--- src/hdl/pnsh_pkg.sv ---
// Shared types and constants for the polyline nearest segment hit unit.
// Used by the controller, the datapath and the top level.
`default_nettype none
package pnsh_pkg;

    localparam int COORD_W = 16;
    localparam int DIFF_W  = 17;
    localparam int PROD_W  = 34;
    localparam int SQ_W    = 34;
    localparam int ROOT_W  = 17;
    localparam int SREM_W  = 20;
    localparam int DREM_W  = 18;
    localparam int IT_W    = 6;
    localparam int TOL_W   = 17;
    localparam int DIST_W  = 17;
    localparam logic [TOL_W-1:0] TOL_RESET = 17'd240;

    typedef enum logic [2:0] {
        REQ_CLEAR   = 3'd0,
        REQ_APPEND  = 3'd1,
        REQ_REPLACE = 3'd2,
        REQ_CLOSE   = 3'd3,
        REQ_QUERY   = 3'd4
    } t_req;

    typedef struct packed {
        logic load;
        logic rd_a;
        logic rd_b;
        logic lat_p;
        logic lat_q;
        logic exec;
        logic classify;
        logic mul1;
        logic sum1;
        logic sqrt_step;
        logic mul2;
        logic sum2;
        logic div_step;
        logic cmp;
        logic fin;
    } t_cmd;

    typedef struct packed {
        logic is_query;
        logic empty;
        logic direct;
        logic in_box;
        logic sqrt_last;
        logic div_last;
        logic seg_last;
    } t_sts;

endpackage
`default_nettype wire

--- src/hdl/pnsh_ctrl.sv ---
// Controller state machine of the polyline nearest segment hit unit.
// Depends on pnsh_pkg; drives commands to pnsh_dp and reads its status.
`default_nettype none
module pnsh_ctrl import pnsh_pkg::*; (
    input  wire logic i_clk,
    input  wire logic i_rst_n,
    input  wire logic i_valid,
    output logic      o_stall,
    output logic      o_valid,
    input  wire logic i_stall,
    input  wire t_sts i_sts,
    output t_cmd      o_cmd
);

    typedef enum logic [14:0] {
        S_IDLE  = 15'b000000000000001,
        S_RD0   = 15'b000000000000010,
        S_RD1   = 15'b000000000000100,
        S_RD2   = 15'b000000000001000,
        S_EXEC  = 15'b000000000010000,
        S_CLASS = 15'b000000000100000,
        S_MUL1  = 15'b000000001000000,
        S_SUM1  = 15'b000000010000000,
        S_SQRT  = 15'b000000100000000,
        S_MUL2  = 15'b000001000000000,
        S_SUM2  = 15'b000010000000000,
        S_DIV   = 15'b000100000000000,
        S_CMP   = 15'b001000000000000,
        S_FIN   = 15'b010000000000000,
        S_OUT   = 15'b100000000000000
    } t_state;

    t_state r_state;
    t_state n_state;

    always_ff @(posedge i_clk) begin
        if (!i_rst_n) begin
            r_state <= S_IDLE;
        end else begin
            r_state <= n_state;
        end
    end

    assign o_stall = (r_state != S_IDLE);
    assign o_valid = (r_state == S_OUT);

    always_comb begin
        n_state = r_state;
        o_cmd   = '0;
        case (r_state)
            S_IDLE: begin
                if (i_valid) begin
                    o_cmd.load = 1'b1;
                    n_state    = S_RD0;
                end
            end
            S_RD0: begin
                o_cmd.rd_a = 1'b1;
                n_state    = S_RD1;
            end
            S_RD1: begin
                o_cmd.rd_b  = 1'b1;
                o_cmd.lat_p = 1'b1;
                n_state     = S_RD2;
            end
            S_RD2: begin
                o_cmd.lat_q = 1'b1;
                if (!i_sts.is_query) begin
                    n_state = S_EXEC;
                end else if (i_sts.empty) begin
                    n_state = S_FIN;
                end else begin
                    n_state = S_CLASS;
                end
            end
            S_EXEC: begin
                o_cmd.exec = 1'b1;
                n_state    = S_FIN;
            end
            S_CLASS: begin
                o_cmd.classify = 1'b1;
                n_state = i_sts.direct ? S_CMP : S_MUL1;
            end
            S_MUL1: begin
                o_cmd.mul1 = 1'b1;
                n_state    = S_SUM1;
            end
            S_SUM1: begin
                o_cmd.sum1 = 1'b1;
                n_state    = S_SQRT;
            end
            S_SQRT: begin
                o_cmd.sqrt_step = 1'b1;
                if (i_sts.sqrt_last) begin
                    n_state = i_sts.in_box ? S_MUL2 : S_CMP;
                end
            end
            S_MUL2: begin
                o_cmd.mul2 = 1'b1;
                n_state    = S_SUM2;
            end
            S_SUM2: begin
                o_cmd.sum2 = 1'b1;
                n_state    = S_DIV;
            end
            S_DIV: begin
                o_cmd.div_step = 1'b1;
                if (i_sts.div_last) begin
                    n_state = S_CMP;
                end
            end
            S_CMP: begin
                o_cmd.cmp = 1'b1;
                n_state = i_sts.seg_last ? S_FIN : S_RD0;
            end
            S_FIN: begin
                o_cmd.fin = 1'b1;
                n_state   = S_OUT;
            end
            S_OUT: begin
                if (!i_stall) begin
                    n_state = S_IDLE;
                end
            end
            default: begin
                n_state = S_IDLE;
            end
        endcase
    end

endmodule
`default_nettype wire

--- config.mk ---
export PLATFORM = sky130hd
export DESIGN_NAME = pnsh_ctrl
export DESIGN_NICKNAME = d
export VERILOG_FILES = /design/src/hdl/pnsh_pkg.sv /design/src/hdl/pnsh_ctrl.sv
export SDC_FILE = /design/constraint.sdc
export NUM_CORES = 1
export LEC_CHECK = 0
export BUFFER_PORTS_ARGS = -buffer_cell sky130_fd_sc_hd__clkbuf_2
export CAP_MARGIN = 10
export CORE_MARGIN = 2
export CORE_UTILIZATION = 37
export CTS_BUF_LIST = sky130_fd_sc_hd__clkbuf_8 sky130_fd_sc_hd__clkbuf_16
export DETAILED_ROUTE_END_ITERATION = 8
export PLACE_DENSITY = 0.56
export SETUP_SLACK_MARGIN = 0.05
export SKIP_LAST_GASP = 1
export SLEW_MARGIN = 10
export SYNTH_ARGS = -nofsm -noshare
export SYNTH_HDL_FRONTEND = slang
export SYNTH_SLANG_ARGS = --single-unit
--- constraint.sdc ---
create_clock -name i_clk -period 2.26 [get_ports i_clk]
set_input_delay 0.113 -clock i_clk [delete_from_list [all_inputs] [get_ports i_clk]]
set_output_delay 0.113 -clock i_clk [all_outputs]
set_load 0.05 [all_outputs]
[Yosys cells after proc, flatten, opt, wreduce, memory -nomap -nowiden]
Index checks and enable logic that the tools add are counted.
Storage, ports and cells
  register bits after elaboration: 15
  input bits: 11
  output and inout bits: 17
  logic and storage cells: 47
Cells by class
  equal/unequal tests: 20
  mux-type cells: 25
  reduce and logical (&&, ||, !) cells: 1
Operators with widths (count)
  one-hot mux 15 bit (15 select lines): 1
  2-to-1 mux 15 bit: 5
  2-to-1 mux 14 bit: 2
  2-to-1 mux 13 bit: 2
  == test 15 x 1 -> 1 bit (second input constant): 1
  == test 15 x 10 -> 1 bit (second input constant): 1
  == test 15 x 11 -> 1 bit (second input constant): 1
  == test 15 x 12 -> 1 bit (second input constant): 1
  == test 15 x 13 -> 1 bit (second input constant): 1
  == test 15 x 14 -> 1 bit (second input constant): 1
  == test 15 bit (second input constant): 1
  == test 15 x 2 -> 1 bit (second input constant): 1
  == test 15 x 3 -> 1 bit (second input constant): 1
  == test 15 x 4 -> 1 bit (second input constant): 1
  == test 15 x 5 -> 1 bit (second input constant): 1
  == test 15 x 6 -> 1 bit (second input constant): 1
  == test 15 x 7 -> 1 bit (second input constant): 1
  == test 15 x 8 -> 1 bit (second input constant): 1
  == test 15 x 9 -> 1 bit (second input constant): 1
  != test 15 x 1 -> 1 bit (second input constant): 1
  2-to-1 mux 1 bit: 14
  != test 2 bit (second input constant): 4
  AND reduction 4 bit: 1
  2-to-1 mux 2 bit: 1

[Logic depth before layout (Yosys ltp)]
  depth after elaboration: 3
  depth in mapped cells: 6
  mapped depth without buffers: 5

[Least setup slack after synthesis]
OpenSTA, ideal clock, no wires.
  path type: register to register
  from: register r_state[5]
  to: register r_state[2]
  setup time: 0.068 ns
  data arrival time: 2.802 ns
  required time: 2.192 ns
  path slack: -0.611 ns
  stages on the path, launching flop included: 5
  buffers on the path: 0
  clock period less this slack: 2.871 ns
  cell sequence: dfxtp_1 nor4_4 nand3_2 nor4_1 and2_1
Between the ends
  word-level cells in the longest chain between the ends: 3
  elaborated cells between the ends (all ways): 21
  those cells by class: eq/ne (19); mux (1); reduce/logical (1)
Ends and longest elaborated chain
  start: declaration: line pnsh_ctrl.sv:33  | t_state r_state;
  start signal: assignment: line pnsh_ctrl.sv:40  | r_state <= n_state;
  == test 15 x 9 -> 1 bit, or another cell as far along: line pnsh_ctrl.sv:50  | case (r_state)
  != test 2 bit (no line)
  AND reduction 4 bit (no line)
Several ways; a longest one is shown, not always the timed one.
A chain may end at the register's enable or synchronous reset.

==> results summary <==
The count of nets left with antenna violations after detail routing is 0. After synthesis, the most frequently instantiated cells are sky130_fd_sc_hd__dfxtp_1 (15), sky130_fd_sc_hd__nor2_1 (14), sky130_fd_sc_hd__and2_1 (7). Clock tree synthesis selected as its root buffer the cell sky130_fd_sc_hd__clkbuf_8. Across the routed clock network, the largest skew measured is roughly 0.0027 ns. The number of vias per cell after detailed routing came out at 5.72. The later pin in the worst-skew pair is clocked with a latency of 0.25 ns. The final routed wire length divided by cell count is around 15 um. The largest total area in the synthesized netlist belongs to sky130_fd_sc_hd__dfxtp_1. The detailed-route wire length came out at 2680 um. The most numerous cell type found on the critical path is sky130_fd_sc_hd__nor4_4. The final total negative setup slack is 0 ns. The number of standard-cell rows in the floorplan is 19. The average size of a mapped cell came out at 9.09 sq um. The biggest cell delay along the critical path came out at 0.43 ns. Synthesis produced a netlist whose cell count is 121. The share of power burned in combinational logic came out at between 30 and 40%. The measured slew at the worst slew-check pin is around 0.47 ns.

The worst-case IR drop observed on VDD is 0.548 mV. The timing-limited maximum frequency is around 480 MHz. From left edge to right edge, the die measures 58.5 um. The final weighted congestion of routability-driven global placement is 0.777. The count of hold buffers inserted by post-cts repair is 0. The number of antenna violations at the first check in global routing came to 0.

In the final layout, the registers with the most flip-flops are r_state x15. For the worst setup path, the data required time is 2.15 ns. Sequential cells burn 38.6% of the power. The number of global-route vias before repair came out at between 900 and 1,000.

The total power divided by cell area came out at 642 mW/mm^2. The fraction of registers with async set/reset came out at 0%. After synthesis, the cell types taking the most area are sky130_fd_sc_hd__dfxtp_1 (27%), sky130_fd_sc_hd__nor4_4 (9.7%), sky130_fd_sc_hd__nor2_1 (4.8%). The number of nets in the final layout came out at 161. The post-DP HPWL came out at 2080 um. The number of H-tree levels is 1. The share of the clock period used by the worst path after layout came out at 92.2%. By startpoint and endpoint, the worst setup path is classified as register to output port. The start point of the worst min-delay path is i_sts[6]. The number of setup buffers added after CTS is 0.

The worst-path maximum fanout is 8. The fraction of layout instances using a drive strength above 1 came out at 37.6%. The tightest min-delay check is of the input pin to register type.

The leakage power summed over all cells came out at 0.558 nW. The CTS buffer count is 3. In this run the power spent charging and discharging nets is 0.000345 W. Across the run, the number of max-cap violations was 0. The total number of vias came out at 1,030. The overall die area is 0.00342 sq mm. The die is approximately 59 um tall. The count of buffers inserted at the top-level ports is 27.

Summing all multi-input logic gate instances after layout gives 769 sq um. The kind of start point of the critical path is a register. In this run the cell area of the synthesized design comes to 0.00110 sq mm.

The fraction of power spent switching nets is 40.5%. Setup repair after global routing could not meet its margin everywhere. The depth of the worst register-to-register path is 7. The count of different cell masters after synthesis came out at 44. The clock transition time at the flip-flop clock pins of the worst setup and hold paths came out at 0.06 ns. The synthesis-stage register bit count came out at 15.

In this run the critical register-to-register path is launched from r_state[6]. The global-route total usage across every layer came out at between 10% and 20%. The first global-routing pass estimated 4410 um of wire. The detailed-router iteration count before antenna repair is 4. The count of endpoints failing setup in the final report is 0. The max-slew violation count came out at 0. Counting along the longest clock path gives a buffer depth of 2. TritonCTS built the clock tree.

The area of the core came out at between 0.002 and 0.003 sq mm. In the routed design, unresolved DRC markers number 0. For the finished layout, the period the worst path requires is about 2.1 ns.

The top flip-flop cell by instance count after synthesis is sky130_fd_sc_hd__dfxtp_1. The worst max-slew margin expressed relative to the limit came out at about two thirds. The internal power component is 0.000507 W. The total power consumption of the routed design came out at 0.000852 W. The critical path goes through nor4_4 > nand3_2 > nor4_4 > clkbuf_2. The worst hold path terminates at r_state[4]. The total overflow reported by the global router came out at 0. The number of sinks handled by clock tree synthesis came out at 15.

In this run, post-CTS repair resized a total of 0 instances. For this design, the slowest cell found on the critical path is sky130_fd_sc_hd__nor4_4. In this run, the number of DRC markers left after iteration 0 of detailed routing was 31. The worst setup path is captured at an output port.

The number of warnings printed during yosys synthesis is 0. The flow ran to the end, and the final reports show no timing, DRC or antenna violations. In this run the biggest area consumer among cell types represents 27.3% of the synthesized area. The worst path arrival time is 1.97 ns. Once the floorplan was initialized, standard cells occupied 39.5% of the core. The register with the most flip-flops in the layout has 15 of them. The number of antenna diodes in the final layout is 0.

The area overhead of the layout relative to synthesis is 20.7%. The post-synth net total came out at about 130. The endpoint identified for the worst register-to-register timing path is r_state[9]. After filler insertion, the fill cell instance count of the layout stands at 290.

More flip-flops sit in one register than any other, and that register is r_state. The top-level I/O count came out at 28. The maximum number of pins on one net before global-route repair is 12.

The worst hold path passes through 2 cells. The share of synthesized area occupied by flip-flops and latches is 27.3%. The count of flip-flops with a built-in enable after synthesis came out at 0.

The worst register-to-register path has a setup slack of 0.34 ns. Yosys instantiated no cell more often than sky130_fd_sc_hd__dfxtp_1. The number of hold-slack violations in the final timing report is 0.

The area occupied by registers came out at between 300 and 400 sq um. The power share of the clock group came out at 25.0%.
power groups by stage:
stage / Clock [W] / Sequential (W) / Combinational (W)
final: 0.000213 / 0.000329 / 0.000310
after floorplan: 0 / 0.000289 / 0.000297
after CTS: 0.000220 / 0.000328 / 0.000304
after detailed placement: 0 / 0.000334 / 0.000301
after global routing: 0.000232 / 0.000334 / 0.000333
after global placement: 0 / 0.000332 / 0.000301
worst max path at each step:
stage	from	endpoint
final	r_state[8]	o_cmd[10]
after global routing	r_state[8]	o_cmd[10]
after CTS	r_state[6]	o_cmd[10]
after detailed placement	r_state[6]	r_state[9]
after global placement	r_state[6]	o_cmd[10]
after floorplan	r_state[8]	r_state[2]
layout by cell type (no fill, tap or decap), types with 2 or more instances in the layout:
cell,Yosys,final
sky130_fd_sc_hd__and4b_1,3,3
sky130_fd_sc_hd__and3b_1,2,2
sky130_fd_sc_hd__xor2_1,3,3
sky130_fd_sc_hd__clkbuf_2,1,27
sky130_fd_sc_hd__o2111ai_1,3,3
sky130_fd_sc_hd__dfxtp_1,15,14
sky130_fd_sc_hd__o21ai_0,2,2
sky130_fd_sc_hd__a31oi_1,2,2
sky130_fd_sc_hd__nor2b_1,2,2
sky130_fd_sc_hd__nand2b_1,5,5
sky130_fd_sc_hd__a21oi_1,5,5
sky130_fd_sc_hd__nand3_2,2,2
sky130_fd_sc_hd__nand3_1,3,3
sky130_fd_sc_hd__nand2_2,2,2
sky130_fd_sc_hd__nor2_1,14,13
sky130_fd_sc_hd__and2_1,7,7
sky130_fd_sc_hd__nand4_1,2,2
sky130_fd_sc_hd__nand2_1,2,2
sky130_fd_sc_hd__buf_4,4,4
sky130_fd_sc_hd__nor3_1,4,4
sky130_fd_sc_hd__nor4_4,5,7
sky130_fd_sc_hd__nor3b_1,2,2
sky130_fd_sc_hd__clkbuf_8,1,3
sky130_fd_sc_hd__inv_1,2,3
sky130_fd_sc_hd__nor4_1,3,2
sky130_fd_sc_hd__and3_1,6,6
through the flow:
step	hold WS [ns]	area [sq um]	setup slack [ns]	utilization [%]	std cells
2_1_floorplan	0.178	1130	0.0122	-	121
3_3_place_gp	0.289	1260	0.397	45.3	173
3_5_place_dp	0.301	1260	0.375	45.3	173
4_1_cts	0.0367	1310	0.107	46.9	177
5_1_grt	0.0414	1330	0.0407	47.7	180
6_report	0.0402	1330	0.175	47.7	180
layer usage:
layer,track usage (%),up-vias,share of wire [%]
li1,-,506,-
met1,22.2,488,45
met2,27.0,31,47
met3,4.18,5,6.1
met4,4.98,0,0.97
met5,0,-,0
kinds of logic after synthesis:
kind of cell	Yosys count	synth area share [%]
mux	1	0.910
buf+inv	9	5.57
flops	15	27.3
simple gates	74	50.2
compound gates	18	12.9
xor+xnor	4	3.19
worst max-delay path, delay by kind of cell (launching register included):
| kind | cells | cell delay [ns] |
|---|---|---|
| and+or+nand+nor | 3 | 0.98 |
| DFF | 1 | 0.41 |
| buffers and inverters | 1 | 0.33 |
layout make-up:
| type | instances | area share, % |
|---|---|---|
| clock buffer | 3 | 3.11 |
| clock inverter | 1 | 0.283 |
| sequential | 15 | 22.7 |
| timing repair buffer | 31 | 12.4 |
| inverter | 2 | 0.566 |
| tap | 31 | 2.92 |
| multi-input combinational | 97 | 58.0 |
(Power assumes the default switching activity.)
